### src/rtl/tbd_pkg.sv
// Shared types and constants for the time bucket downsampler.
// No dependencies.
package tbd_pkg;

    localparam int DEF_COUNT_WIDTH = 32;
    localparam int DEF_QUEUE_DEPTH = 4;
    localparam int CFG_INDEX_WIDTH = 8;

    localparam logic [CFG_INDEX_WIDTH-1:0] REG_WINDOW_START = 8'd0;
    localparam logic [CFG_INDEX_WIDTH-1:0] REG_WINDOW_END   = 8'd1;
    localparam logic [CFG_INDEX_WIDTH-1:0] REG_BUCKET_WIDTH = 8'd2;
    localparam logic [CFG_INDEX_WIDTH-1:0] REG_AGG_MODE     = 8'd3;

    localparam logic       OP_SAMPLE = 1'b0;
    localparam logic       OP_FLUSH  = 1'b1;

    localparam logic [1:0] AGG_AVG  = 2'd0;
    localparam logic [1:0] AGG_MAX  = 2'd1;
    localparam logic [1:0] AGG_MIN  = 2'd2;
    localparam logic [1:0] AGG_LAST = 2'd3;

    localparam logic signed [63:0] RST_WINDOW_START = 64'sd0;
    localparam logic signed [63:0] RST_WINDOW_END   = 64'sh7FFF_FFFF_FFFF_FFFF;
    localparam logic [62:0]        RST_BUCKET_WIDTH = 63'd1000000000;

    // classified item passed from front to back
    typedef struct packed {
        logic               op;
        logic [63:0]        offset;
        logic signed [31:0] value;
    } t_item;

    // back-end status for top-level checks
    typedef struct packed {
        logic load;
        logic final_flag;
        logic open;
    } t_back_stat;

endpackage

### src/rtl/tbd_front.sv
// Front end: accepts items, drops samples outside the window or when the bucket width is zero, forms offsets.
// Depends on tbd_pkg.
module tbd_front (
    input  logic                 i_in_valid,
    output logic                 o_in_ready,
    input  logic                 i_operation,
    input  logic signed [63:0]   i_sample_time,
    input  logic signed [31:0]   i_sample_value,
    input  logic signed [63:0]   i_window_start,
    input  logic signed [63:0]   i_window_end,
    input  logic [62:0]          i_bucket_width,
    input  logic                 i_q_full,
    output logic                 o_push,
    output tbd_pkg::t_item       o_item
);
    import tbd_pkg::*;

    logic drop;

    assign drop = (i_bucket_width == '0) || (i_sample_time < i_window_start)
                  || (i_sample_time > i_window_end);
    assign o_in_ready    = !i_q_full;
    assign o_push        = i_in_valid && !i_q_full && ((i_operation == OP_FLUSH) || !drop);
    assign o_item.op     = i_operation;
    assign o_item.offset = i_sample_time - i_window_start;
    assign o_item.value  = i_sample_value;

endmodule

### src/rtl/tbd_fifo.sv
// Short item queue between the front and back ends.
// Depends on tbd_pkg.
module tbd_fifo #(
    parameter int DEPTH = tbd_pkg::DEF_QUEUE_DEPTH
) (
    input  logic                       i_clk,
    input  logic                       i_rst_n,
    input  logic                       i_push,
    input  tbd_pkg::t_item             i_item,
    input  logic                       i_pop,
    output tbd_pkg::t_item             o_item,
    output logic                       o_empty,
    output logic                       o_full,
    output logic [$clog2(DEPTH+1)-1:0] o_count
);
    import tbd_pkg::*;

    localparam int PW = (DEPTH > 1) ? $clog2(DEPTH) : 1;
    localparam int CW = $clog2(DEPTH+1);

    t_item         r_mem [DEPTH];
    logic [PW-1:0] r_wp, r_rp;
    logic [CW-1:0] r_cnt;

    function automatic logic [PW-1:0] inc_ptr(input logic [PW-1:0] p);
        inc_ptr = (p == PW'(DEPTH-1)) ? '0 : p + 1'b1;
    endfunction

    always_ff @(posedge i_clk) begin
        if (!i_rst_n) begin
            r_wp  <= '0;
            r_rp  <= '0;
            r_cnt <= '0;
        end else begin
            if (i_push) r_wp <= inc_ptr(r_wp);
            if (i_pop)  r_rp <= inc_ptr(r_rp);
            if (i_push && !i_pop)      r_cnt <= r_cnt + 1'b1;
            else if (!i_push && i_pop) r_cnt <= r_cnt - 1'b1;
        end
    end

    always_ff @(posedge i_clk) begin
        if (i_push) r_mem[r_wp] <= i_item;
    end

    assign o_item  = r_mem[r_rp];
    assign o_empty = (r_cnt == '0);
    assign o_full  = (r_cnt == CW'(DEPTH));
    assign o_count = r_cnt;

endmodule

### src/rtl/tbd_div.sv
// Shared 64-bit unsigned restoring divider, one quotient bit per cycle.
// Depends on tbd_pkg.
module tbd_div (
    input  logic        i_clk,
    input  logic        i_rst_n,
    input  logic        i_start,
    input  logic [63:0] i_dividend,
    input  logic [63:0] i_divisor,
    output logic        o_done,
    output logic [63:0] o_quotient
);
    import tbd_pkg::*;

    logic        r_busy;
    logic [6:0]  r_cnt;
    logic [64:0] r_rem;
    logic [63:0] r_quo;
    logic [63:0] r_dsr;
    logic [64:0] rem_sh;
    logic        ge;

    assign rem_sh = {r_rem[63:0], r_quo[63]};
    assign ge     = rem_sh >= {1'b0, r_dsr};
    assign o_done = r_busy && r_cnt[6];
    assign o_quotient = r_quo;

    always_ff @(posedge i_clk) begin
        if (!i_rst_n) begin
            r_busy <= 1'b0;
            r_cnt  <= '0;
        end else if (i_start) begin
            r_busy <= 1'b1;
            r_cnt  <= '0;
        end else if (o_done) begin
            r_busy <= 1'b0;
        end else if (r_busy) begin
            r_cnt <= r_cnt + 1'b1;
        end
    end

    always_ff @(posedge i_clk) begin
        if (i_start) begin
            r_rem <= '0;
            r_quo <= i_dividend;
            r_dsr <= i_divisor;
        end else if (r_busy && !r_cnt[6]) begin
            r_rem <= ge ? rem_sh - {1'b0, r_dsr} : rem_sh;
            r_quo <= {r_quo[62:0], ge};
        end
    end

endmodule

### src/rtl/tbd_back.sv
// Back end: bucket index, aggregation state, bucket close and result register.
// Depends on tbd_pkg and tbd_div.
module tbd_back #(
    parameter int COUNT_WIDTH = tbd_pkg::DEF_COUNT_WIDTH
) (
    input  logic                i_clk,
    input  logic                i_rst_n,
    input  logic signed [63:0]  i_window_start,
    input  logic [62:0]         i_bucket_width,
    input  logic [1:0]          i_agg_mode,
    input  logic                i_q_empty,
    input  tbd_pkg::t_item      i_item,
    output logic                o_pop,
    output logic                o_out_valid,
    input  logic                i_out_ready,
    output logic signed [63:0]  o_bkt_start,
    output logic signed [31:0]  o_bucket_value,
    output logic                o_final_bucket,
    output tbd_pkg::t_back_stat o_stat
);
    import tbd_pkg::*;

    typedef enum logic [3:0] {
        S_IDLE = 4'b0001,
        S_IDX  = 4'b0010,
        S_EMIT = 4'b0100,
        S_OUT  = 4'b1000
    } t_state;

    t_state r_state, n_state;

    logic                   r_open;
    logic [63:0]            r_idx;
    logic signed [63:0]     r_sum;
    logic [COUNT_WIDTH-1:0] r_cnt;
    logic signed [31:0]     r_pick;
    logic signed [31:0]     r_val;
    logic [63:0]            r_new_idx;
    logic                   r_pend;
    logic                   r_final;
    logic [63:0]            r_macc, r_mcand, r_mplier;
    logic signed [31:0]     r_res;
    logic                   r_ovalid;
    logic signed [63:0]     r_ostart;
    logic signed [31:0]     r_oval;
    logic                   r_ofinal;

    logic               div_start, div_done;
    logic [63:0]        div_a, div_b, quo;
    logic [63:0]        sum_mag;
    logic [64:0]        sum_ext;
    logic signed [63:0] sum_add;
    logic               emit_go, out_load, add_now, add_fresh;
    logic signed [31:0] clamp_val;

    tbd_div u_div (
        .i_clk      (i_clk),
        .i_rst_n    (i_rst_n),
        .i_start    (div_start),
        .i_dividend (div_a),
        .i_divisor  (div_b),
        .o_done     (div_done),
        .o_quotient (quo)
    );

    assign sum_mag = r_sum[63] ? 64'(-r_sum) : r_sum;
    assign sum_ext = {r_sum[63], r_sum} + {{33{r_val[31]}}, r_val};
    assign sum_add = (sum_ext[64] != sum_ext[63])
                     ? (sum_ext[64] ? 64'sh8000_0000_0000_0000 : 64'sh7FFF_FFFF_FFFF_FFFF)
                     : sum_ext[63:0];

    always_comb begin
        if (!r_sum[63])
            clamp_val = (quo > 64'h7FFF_FFFF) ? 32'sh7FFF_FFFF : quo[31:0];
        else
            clamp_val = (quo > 64'h8000_0000) ? 32'sh8000_0000 : 32'(-quo[31:0]);
    end

    always_comb begin
        n_state   = r_state;
        o_pop     = 1'b0;
        div_start = 1'b0;
        div_a     = sum_mag;
        div_b     = 64'(r_cnt);
        emit_go   = 1'b0;
        out_load  = 1'b0;
        add_now   = 1'b0;
        add_fresh = 1'b0;
        unique case (r_state)
            S_IDLE: begin
                if (!i_q_empty) begin
                    o_pop = 1'b1;
                    if (i_item.op == OP_FLUSH) begin
                        if (r_open) begin
                            emit_go   = 1'b1;
                            div_start = 1'b1;
                            n_state   = S_EMIT;
                        end
                    end else begin
                        div_start = 1'b1;
                        div_a     = i_item.offset;
                        div_b     = {1'b0, i_bucket_width};
                        n_state   = S_IDX;
                    end
                end
            end
            S_IDX: begin
                if (div_done) begin
                    if (!r_open) begin
                        add_fresh = 1'b1;
                        n_state   = S_IDLE;
                    end else if (quo == r_idx) begin
                        add_now = 1'b1;
                        n_state = S_IDLE;
                    end else if (quo < r_idx) begin
                        n_state = S_IDLE;
                    end else begin
                        emit_go   = 1'b1;
                        div_start = 1'b1;
                        n_state   = S_EMIT;
                    end
                end
            end
            S_EMIT: begin
                if (div_done) n_state = S_OUT;
            end
            S_OUT: begin
                if (!r_ovalid || i_out_ready) begin
                    out_load = 1'b1;
                    n_state  = S_IDLE;
                end
            end
            default: n_state = S_IDLE;
        endcase
    end

    always_ff @(posedge i_clk) begin
        if (!i_rst_n) begin
            r_state  <= S_IDLE;
            r_open   <= 1'b0;
            r_idx    <= '0;
            r_sum    <= '0;
            r_cnt    <= '0;
            r_pick   <= '0;
            r_pend   <= 1'b0;
            r_final  <= 1'b0;
            r_ovalid <= 1'b0;
        end else begin
            r_state <= n_state;
            if (out_load) r_ovalid <= 1'b1;
            else if (r_ovalid && i_out_ready) r_ovalid <= 1'b0;
            if (r_state == S_IDLE && o_pop) begin
                r_val   <= i_item.value;
                r_final <= (i_item.op == OP_FLUSH);
                r_pend  <= 1'b0;
            end
            if (r_state == S_IDX && emit_go) begin
                r_pend    <= 1'b1;
                r_new_idx <= quo;
            end
            if (add_fresh) begin
                r_open <= 1'b1;
                r_idx  <= quo;
                r_sum  <= 64'(r_val);
                r_cnt  <= COUNT_WIDTH'(1);
                r_pick <= r_val;
            end
            if (add_now) begin
                r_sum <= sum_add;
                if (r_cnt != '1) r_cnt <= r_cnt + 1'b1;
                if (r_cnt == '0 || i_agg_mode == AGG_LAST)
                    r_pick <= r_val;
                else if (i_agg_mode == AGG_MAX && r_val > r_pick)
                    r_pick <= r_val;
                else if (i_agg_mode == AGG_MIN && r_val < r_pick)
                    r_pick <= r_val;
            end
            if (out_load) begin
                r_open   <= r_pend;
                r_idx    <= r_pend ? r_new_idx : '0;
                r_sum    <= r_pend ? 64'(r_val) : '0;
                r_cnt    <= r_pend ? COUNT_WIDTH'(1) : '0;
                r_pick   <= r_pend ? r_val : '0;
            end
        end
    end

    // serial shift-add for index * width, runs beside the average divide
    always_ff @(posedge i_clk) begin
        if (emit_go) begin
            r_macc   <= '0;
            r_mcand  <= {1'b0, i_bucket_width};
            r_mplier <= r_idx;
        end else if (r_state == S_EMIT) begin
            if (r_mplier[0]) r_macc <= r_macc + r_mcand;
            r_mcand  <= {r_mcand[62:0], 1'b0};
            r_mplier <= {1'b0, r_mplier[63:1]};
        end
        if (r_state == S_EMIT && div_done)
            r_res <= (i_agg_mode == AGG_AVG) ? clamp_val : r_pick;
        if (out_load) begin
            r_ostart <= i_window_start + r_macc;
            r_oval   <= r_res;
            r_ofinal <= r_final;
        end
    end

    assign o_out_valid     = r_ovalid;
    assign o_bkt_start     = r_ostart;
    assign o_bucket_value  = r_oval;
    assign o_final_bucket  = r_ofinal;
    assign o_stat.load       = out_load;
    assign o_stat.final_flag = r_final;
    assign o_stat.open       = r_open;

endmodule

### src/rtl/time_bucket_downsampler.sv
// Time bucket downsampler: front classifier, item queue, divider-based back end.
// A result is valid once the sample that closes its bucket has passed the index divide
// and then the average divide, or once a flush has passed the average divide alone.
// The back end takes a new item only when it is done with the last one, and output stalls
// hold it; samples outside the window leave the front without entering the queue.
// Input accepts while the queue has room, so bursts of up to the queue depth are absorbed.
// Reset (synchronous, active low) restores register defaults and clears bucket state.
// Depends on tbd_pkg, tbd_front, tbd_fifo, tbd_div, tbd_back.
module time_bucket_downsampler #(
    parameter int COUNT_WIDTH = tbd_pkg::DEF_COUNT_WIDTH,
    parameter int QUEUE_DEPTH = tbd_pkg::DEF_QUEUE_DEPTH
) (
    input  logic                                 i_clk,
    input  logic                                 i_rst_n,
    input  logic                                 i_cfg_valid,
    output logic                                 o_cfg_ready,
    input  logic [tbd_pkg::CFG_INDEX_WIDTH-1:0]  i_cfg_index,
    input  logic [63:0]                          i_cfg_data,
    input  logic                                 i_in_valid,
    output logic                                 o_in_ready,
    input  logic                                 i_operation,
    input  logic signed [63:0]                   i_sample_time,
    input  logic signed [31:0]                   i_sample_value,
    output logic                                 o_out_valid,
    input  logic                                 i_out_ready,
    output logic signed [63:0]                   o_bkt_start,
    output logic signed [31:0]                   o_bucket_value,
    output logic                                 o_final_bucket
);
    import tbd_pkg::*;

    logic signed [63:0] r_window_start, r_window_end;
    logic [62:0]        r_bucket_width;
    logic [1:0]         r_agg_mode;

    logic       q_push, q_pop, q_empty, q_full;
    t_item      f_item, q_item;
    t_back_stat stat;
    logic [$clog2(QUEUE_DEPTH+1)-1:0] q_count;

    assign o_cfg_ready = 1'b1;

    always_ff @(posedge i_clk) begin
        if (!i_rst_n) begin
            r_window_start <= RST_WINDOW_START;
            r_window_end   <= RST_WINDOW_END;
            r_bucket_width <= RST_BUCKET_WIDTH;
            r_agg_mode     <= AGG_AVG;
        end else if (i_cfg_valid) begin
            unique case (i_cfg_index)
                REG_WINDOW_START: r_window_start <= i_cfg_data;
                REG_WINDOW_END:   r_window_end   <= i_cfg_data;
                REG_BUCKET_WIDTH: r_bucket_width <= i_cfg_data[62:0];
                REG_AGG_MODE:     r_agg_mode     <= i_cfg_data[1:0];
                default: ;
            endcase
        end
    end

    tbd_front u_front (
        .i_in_valid     (i_in_valid),
        .o_in_ready     (o_in_ready),
        .i_operation    (i_operation),
        .i_sample_time  (i_sample_time),
        .i_sample_value (i_sample_value),
        .i_window_start (r_window_start),
        .i_window_end   (r_window_end),
        .i_bucket_width (r_bucket_width),
        .i_q_full       (q_full),
        .o_push         (q_push),
        .o_item         (f_item)
    );

    tbd_fifo #(.DEPTH(QUEUE_DEPTH)) u_fifo (
        .i_clk   (i_clk),
        .i_rst_n (i_rst_n),
        .i_push  (q_push),
        .i_item  (f_item),
        .i_pop   (q_pop),
        .o_item  (q_item),
        .o_empty (q_empty),
        .o_full  (q_full),
        .o_count (q_count)
    );

    tbd_back #(.COUNT_WIDTH(COUNT_WIDTH)) u_back (
        .i_clk          (i_clk),
        .i_rst_n        (i_rst_n),
        .i_window_start (r_window_start),
        .i_bucket_width (r_bucket_width),
        .i_agg_mode     (r_agg_mode),
        .i_q_empty      (q_empty),
        .i_item         (q_item),
        .o_pop          (q_pop),
        .o_out_valid    (o_out_valid),
        .i_out_ready    (i_out_ready),
        .o_bkt_start    (o_bkt_start),
        .o_bucket_value (o_bucket_value),
        .o_final_bucket (o_final_bucket),
        .o_stat         (stat)
    );

    a_q_bound: assert property (@(posedge i_clk) disable iff (!i_rst_n)
        q_count <= ($clog2(QUEUE_DEPTH+1))'(QUEUE_DEPTH))
        else $error("queue count above depth");

    a_load_valid: assert property (@(posedge i_clk) disable iff (!i_rst_n)
        stat.load |=> o_out_valid)
        else $error("result load without valid");

    a_flush_closes: assert property (@(posedge i_clk) disable iff (!i_rst_n)
        (stat.load && stat.final_flag) |=> !stat.open)
        else $error("bucket still open after flush");

endmodule
### config.mk
export PLATFORM = sky130hd
export DESIGN_NAME = time_bucket_downsampler
export DESIGN_NICKNAME = d
export VERILOG_FILES = /design/src/rtl/tbd_pkg.sv /design/src/rtl/tbd_front.sv /design/src/rtl/tbd_fifo.sv /design/src/rtl/tbd_div.sv /design/src/rtl/tbd_back.sv /design/src/rtl/time_bucket_downsampler.sv
export SDC_FILE = /design/constraint.sdc
export NUM_CORES = 2
export LEC_CHECK = 0
export ABC_AREA = 1
export BUFFER_PORTS_ARGS = -buffer_cell sky130_fd_sc_hd__buf_2
export CAP_MARGIN = 20
export CORE_ASPECT_RATIO = 1.2
export CORE_UTILIZATION = 60
export CTS_CLUSTER_DIAMETER = 120
export CTS_CLUSTER_SIZE = 24
export DETAILED_ROUTE_END_ITERATION = 7
export PLACE_DENSITY = 0.76
export SLEW_MARGIN = 0
export SYNTH_ARGS = -nofsm -noshare
export SYNTH_HDL_FRONTEND = slang
export SYNTH_SLANG_ARGS = --single-unit
### constraint.sdc
create_clock -name i_clk -period 22.4 [get_ports i_clk]
set_input_delay 3.36 -clock i_clk [delete_from_list [all_inputs] [get_ports i_clk]]
set_output_delay 3.36 -clock i_clk [all_outputs]
set_load 0.005 [all_outputs]
# Word level (Yosys, flattened, before mapping)
# Memory sizes are Yosys's and may differ from the RTL's. A register that Yosys moved wholly into a read port is not among the register bits.
# Cells that the tools add are included.
[op_classes]
mux = 87
addsub = 13
n_reduce_logical = 48
shift = 0
div = 0
bitwise = 3
multipliers = 0
n_lt_le_gt_ge = 8
eq_ne = 21
[ops]
columns = ["cell", "n"]
rows = [
  ["two-way mux 64 bit", 18],
  ["two-way mux 32 bit", 18],
  ["adder 64 bit", 2],
  ["less-than comparator 64 bit", 2],
  ["subtractor 64 bit", 2],
  ["two-way mux 63 bit", 2],
  ["adder 64 x 32 -> 65 bit", 1],
  [">= comparator 65 x 64 -> 1 bit", 1],
  ["== test 64 bit", 1],
  ["greater-than comparator 64 x 31 -> 1 bit (second input constant)", 1],
  ["greater-than comparator 64 x 32 -> 1 bit (second input constant)", 1],
  ["greater-than comparator 64 bit", 1],
  ["negation 64 bit", 1],
  ["zero test 63 bit", 1],
  ["adder 32 x 1 -> 32 bit (second input constant)", 1],
  ["greater-than comparator 32 bit", 1],
  ["zero test 32 bit", 1],
  ["less-than comparator 32 bit", 1],
  ["two-way mux 4 bit", 8],
  ["!= test 32 bit (second input constant)", 1],
  ["negation 32 bit", 1],
  ["two-way mux 1 bit", 31],
  ["== test 8 x 2 -> 1 bit (second input constant)", 2],
  ["one-hot mux 4 bit (4 select lines)", 1],
  ["other kinds (32)", 80],
]
[word_totals]
n_memories = 1
latchBits = 0
out_inout_bits = 100
word_cells = 214
ram_bits = 388
input_bits = 174
rom_bits = 0
register_bits = 1017
[mem_list]
columns = ["memory", "depth", "word_bits", "rd", "rd_ports_with_merged_regs", "write_ports", "line_no", "text"]
rows = [
  ["u_fifo.r_mem", 4, 97, 1, 1, 1, "tbd_fifo.sv:21", "t_item r_mem [DEPTH];"],
]

# Depth between registers and ports, before layout
[depth]
word_depth = 10
ltp_mapped = 30
ltp_nobuf = 30

# Modules after synthesis
# A second synthesis with hierarchy kept.
[unflattened]
hier_cells = 12147
hier_area_um2 = 89773.6
[by_module_without_submodules]
columns = ["mod", "cells_per_inst", "area_each_um2", "instances"]
rows = [
  ["tbd_back", 6656, 45911.5, 1],
  ["tbd_fifo", 996, 14797.9, 1],
  ["tbd_div", 2183, 14262.4, 1],
  ["time_bucket_downsampler", 1064, 7840.0, 1],
  ["tbd_front", 1248, 6961.7, 1],
]

# Worst setup path after synthesis
# OpenSTA, ideal clock, no wires.
[synth_timing]
kind = "input port to flip-flop"
from = "input i_sample_time[0]"
to = "memory u_fifo.r_mem[0][0] in the netlist's numbering, enable pin"
setup_slack_ns = 12.560
t_arrival_ns = 9.287
path_stages = 20
required_ns = 21.846
path_buffers = 0
path_cell_list = "inv_1 -> ha_1 -> inv_1 -> fa_1 -> nand2_1 -> nand2_1 -> nand3_1 -> nand2_1 -> nand2_1 -> nand2_2 -> nand2_1 -> nand2_1 -> nand2_1 -> nand2_1 -> xor2_1 -> nor2_1 -> nand2_1 -> nand2_1 -> nand2_1 -> nor2_1"
[synth_between]
elab_chain_cells = 8
elab_cells_between_ends = 9
cone_classes = "order compare (2); mux (2); reduce/logical (5)"
[synth_lines]
columns = ["item", "line_no", "text"]
rows = [
  ["start, declared", "time_bucket_downsampler.sv:22", "input logic signed [63:0] i_sample_time,"],
  ["less-than comparator 64 bit", "tbd_front.sv:20", "assign drop = (i_bucket_width == '0) || (i_sample_time < i_window_start)"],
  ["logical OR 1 bit", "tbd_front.sv:20", ""],
  ["logical OR 1 bit (*)", "tbd_front.sv:21", "|| (i_sample_time > i_window_end);"],
  ["zero test 1 bit (*)", "tbd_front.sv:23", "assign o_push = i_in_valid && !i_q_full && ((i_operation == OP_FLUSH) || !drop);"],
  ["logical OR 1 bit (*)", "tbd_front.sv:23", ""],
  ["logical AND 1 bit (*)", "tbd_front.sv:23", ""],
  ["two-way mux 1 bit (*)", "tbd_fifo.sv:43", "if (i_push) r_mem[r_wp] <= i_item;"],
  ["two-way mux 1 bit (not written as such) (*)", "tbd_fifo.sv:43", ""],
  ["end, declared", "tbd_fifo.sv:21", ""],
]
# Every way passes the cells marked *; elsewhere a longest branch is shown, timed or not.

# Final worst setup path
[layout_timing]
from = "input i_sample_time[0]"
to = "memory u_fifo.r_mem[3][20] in the netlist's numbering, enable pin"
# Same word-level chain as after synthesis.

==> results.py <==
metrics = {
    "sta": {
        "worst_clock_skew_ns": 0.0380,
        "tightest_slew_ns": 1.12,
        "grt_setup_unrepaired": "false",
        "finalHoldViolations": 0,
        "post-route-min-period_ns": 7.50,
        "fin_crit_sh_pct": 33.5,
        "finalMaxSlewViolations": 0,
        "max_freq_mhz": 133,
        "setup_tns_ns": 0,
        "setup_viol": 0,
        "maxSlewHeadroom_pct": 24.6,
    },
    "critical_path": {
        "crit_path_max_incr_delay_ns": 0.85,
        "path_common_cell": "nand2_1",
        "cp_slowest_cell": "buf_4",
        "required_ns": 22.74,
        "critPathArrivalTime_ns": 7.84,
        "critPathBufInv": 4,
        "worstPathMaxFanout": 68,
        "crit_family": "simple AND/OR/NAND/NOR gates",
        "crit_path_end_kind": "flop",
        "path_class": "primary input to flop",
        "worstSetupStartpointType": "primary input",
        "crit_chain": "buf_2 -> inv_1 -> ha_1 -> inv_1 -> fa_1 -> nand2_1 -> nand2_1 -> nand3_1 -> nand2_1 -> nand2_1 -> nand2_2 -> nand2_1 -> nand2_1 -> nand2_1 -> nand2_1 -> xor2_1 -> nor2_1 -> nand2_1 -> nand2_1 -> nand2_1 -> nor2_4 -> buf_4",
    },
    "clocking": {
        "hold_buffers": 0,
        "numClockSinks": 1406,
        "cts_resized": 0,
        "cts_root_buffer": "clkbuf_16",
        "clkTransAtPathRegs_ns": 0.10,
        "clk-insertion-delay-late_ns": 0.74,
        "cts_tree": "yes",
        "cts_buffers": 71,
        "cts_htree_levels": 3,
        "post-cts-setup-buffer-count": 0,
        "clockBufferDepth": 3,
    },
    "die": {
        "chipHeight_um": 414,
        "die-area_mm2": 0.143,
        "start_util_pct": 60.4,
        "core_area_mm2": 0.141,
        "die_x_um": 346,
        "ios": 274,
        "rows": 151,
    },
    "global_route": {
        "grt_util_met2_pct": 63.2,
        "grt_overflow_total": 0,
        "grt_first_pass_wirelength_mm": 453,
        "grt_usage_pct": 41.8,
        "grt.busiest_layer": "met2",
        "first_global_vias": 73778,
        "gr-usage-met3_pct": 9.26,
        "grt_util_met1_pct": 57.1,
        "grt_max_degree": 128,
        "antenna_found_initial": 32,
    },
    "synthesis": {
        "synth_top_family_by_area": "simple AND/OR/NAND/NOR gates",
        "synth_seq_cells": 1406,
        "synthesis.instances": 10931,
        "synth_xor_area_share_pct": 3.07,
        "ys_types": 68,
        "synth-simple-area-share_pct": 22.8,
        "async_flop_share_pct": 0,
        "synth-compound-area-share_pct": 15.8,
        "synth_flop_cell": "edfxtp_1",
        "synth_adder_area_share_pct": 7.32,
        "syn_nets": 11599,
        "syn_area_mm2": 0.0851,
        "synth_mux_area_share_pct": 0,
        "synth_enable_flop_cells": 867,
        "synth_area_per_cell_um2": 7.78,
        "yosysWarningCount": 0,
        "ys_seq_area_share_pct": 43.3,
    },
    "cells_and_area": {
        "final_cell_mix": "2498 x nand2_1, 1248 x inv_1, 1134 x nor2_1, 965 x o21ai_0, 924 x a21oi_1",
        "layout_commonest_cell": "nand2_1",
        "drive_gt1_share_pct": 5.03,
        "syn2layout_area_growth_pct": 5.67,
        "fillers": 12409,
        "final_cells": 12851,
        "final_nets": 11616,
    },
    "flow_run": {
        "drv_cap": 0,
    },
    "route": {
        "routed_wl_mm": 309,
        "vias": 80115,
        "antenna_left": 0,
        "via_per_inst": 6.23,
        "drt_iter0_drc": 10573,
        "drcViolationCount": 4,
        "wire_per_inst_um": 24.0,
        "drtPass1Iterations": 8,
    },
    "placement": {
        "globalplace.congestion": 1.14,
        "dpl.hpwl_mm": 239,
        "place_inst": 12704,
        "port_buffers": 272,
    },
    "hold_path": {
        "hold_class": "flop to flop",
    },
    "outcome": {
        "violations": "DRC",
        "status": "finished, violations left",
    },
    "power": {
        "seqPwrFrac_pct": 44.4,
        "irDropWorstVdd_uv": 135,
        "p_leak_nw": 37.5,
        "powerDensity_mw_per_mm2": 85.2,
        "comb_power_share_pct": 36.0,
        "pwr-share-clk_pct": 19.6,
        "p_int_w": 0.00452,
        "sw_frac_of_total_pct": 41.0,
        "power.switching_w": 0.00314,
    },
}
## kinds of logic (layout without fill, tap and decap cells)
family,count (synthesis),in the layout
compound gates,2428,2428
xor+xnor,298,298
fa+ha+maj,494,494
buf+inv,1665,1740
flops,1406,1406
other cells,1,10
simple gates,4639,4639
## area by class of cell
| class | instances | area, um2 | share of cell area, % |
|---|---|---|---|
| multi-input cells | 7860 | 41800 | 46.5 |
| flip-flops and latches | 1406 | 36800 | 41.0 |
| inverters | 1269 | 4770 | 5.30 |
| well taps | 1836 | 2300 | 2.56 |
| repair buffers | 340 | 2010 | 2.24 |
| clock buffers | 114 | 1940 | 2.16 |
| clock inverters | 17 | 193 | 0.214 |
| diodes | 9 | 22.5 | 0.0251 |
## worst paths after layout
path,startpoint,endpoint,slack (ns),cells past startpoint
hold / removal,u_back.r_res[6]$_DFFE_PP_,u_back.o_bucket_value[6]$_DFFE_PP_,0.43,0
setup / recovery,i_sample_time[0],u_fifo.r_mem[3][20]$_DFFE_PP_,14.90,22
setup reg to reg,flop,u_back.r_new_idx[7]$_DFFE_PP_,16.19,12
hold reg to reg,u_back.r_res[6]$_DFFE_PP_,u_back.o_bucket_value[6]$_DFFE_PP_,0.43,0
## flip-flops by register name, indices dropped and copies added (netlist names), 64 cells and up, named ones only
register / cells
u_back.r_idx: 64
u_back.r_mplier: 64
r_window_end: 64
u_back.r_new_idx: 64
r_window_start: 64
u_back.r_sum: 64
u_back.r_mcand: 64
u_back.u_div.o_quotient: 64
u_fifo.r_mem: 388
u_back.u_div.r_rem: 64
u_back.o_bkt_start: 64
u_back.r_macc: 64
## synthesized netlist by cell type (6+ instances only)
master	count	area share, %
buf_6	19	0.25
nand3_2	6	0.071
o21bai_1	49	0.43
or2_2	28	0.21
clkbuf_2	6	0.035
a21boi_0	22	0.19
o21ai_1	10	0.059
o211ai_1	96	0.85
nor2_1	1141	5.0
a22oi_1	30	0.26
inv_2	13	0.057
buf_1	15	0.066
nand4_1	176	1.3
nand2_2	16	0.12
clkbuf_1	269	1.2
buf_2	64	0.38
o22ai_1	99	0.73
a31oi_1	51	0.38
a21o_1	40	0.35
nor2_2	13	0.096
nor4_1	63	0.46
dfxtp_1	539	13
inv_1	1252	5.5
nand3_1	452	2.7
nand3b_1	89	0.79
a221oi_1	68	0.70
nand2_1	2504	11
o21ai_0	965	5.7
edfxtp_1	867	31
o21a_1	38	0.34
or2_1	6	0.044
ha_1	488	7.2
xnor2_1	82	0.84
buf_4	23	0.20
nor3_1	119	0.70
fa_1	6	0.14
xor2_1	216	2.2
a21oi_1	924	5.4
## power groups by stage
| stage | Combinational (W) | Sequential [W] | Clock (W) |
|---|---|---|---|
| after floorplan | 0.00190 | 0.00329 | 0 |
| after global placement | 0.00258 | 0.00342 | 0 |
| after detailed placement | 0.00265 | 0.00343 | 0 |
| after CTS | 0.00267 | 0.00338 | 0.00150 |
| after global routing | 0.00301 | 0.00341 | 0.00159 |
| final | 0.00276 | 0.00340 | 0.00150 |
## stage by stage
step	total power [W]	worst slack [ns]	hold slack [ns]	instance area, um2	util [%]
4_1_cts	0.00755	14.96	0.430	89700	63.6
2_1_floorplan	0.00520	12.56	0.400	85100	-
3_5_place_dp	0.00608	14.19	0.405	87600	62.1
6_report	0.00766	14.90	0.431	89900	63.8
5_1_grt	0.00800	14.56	0.440	89900	63.8
3_3_place_gp	0.00600	14.24	0.402	87500	62.1
## metal layers
metal,wire length (um),up-vias
li1,-,36897
met1,122000,37705
met2,133000,4748
met3,37300,749
met4,16000,16
met5,95,-
Note: power is estimated with default switching activity, not from simulation.
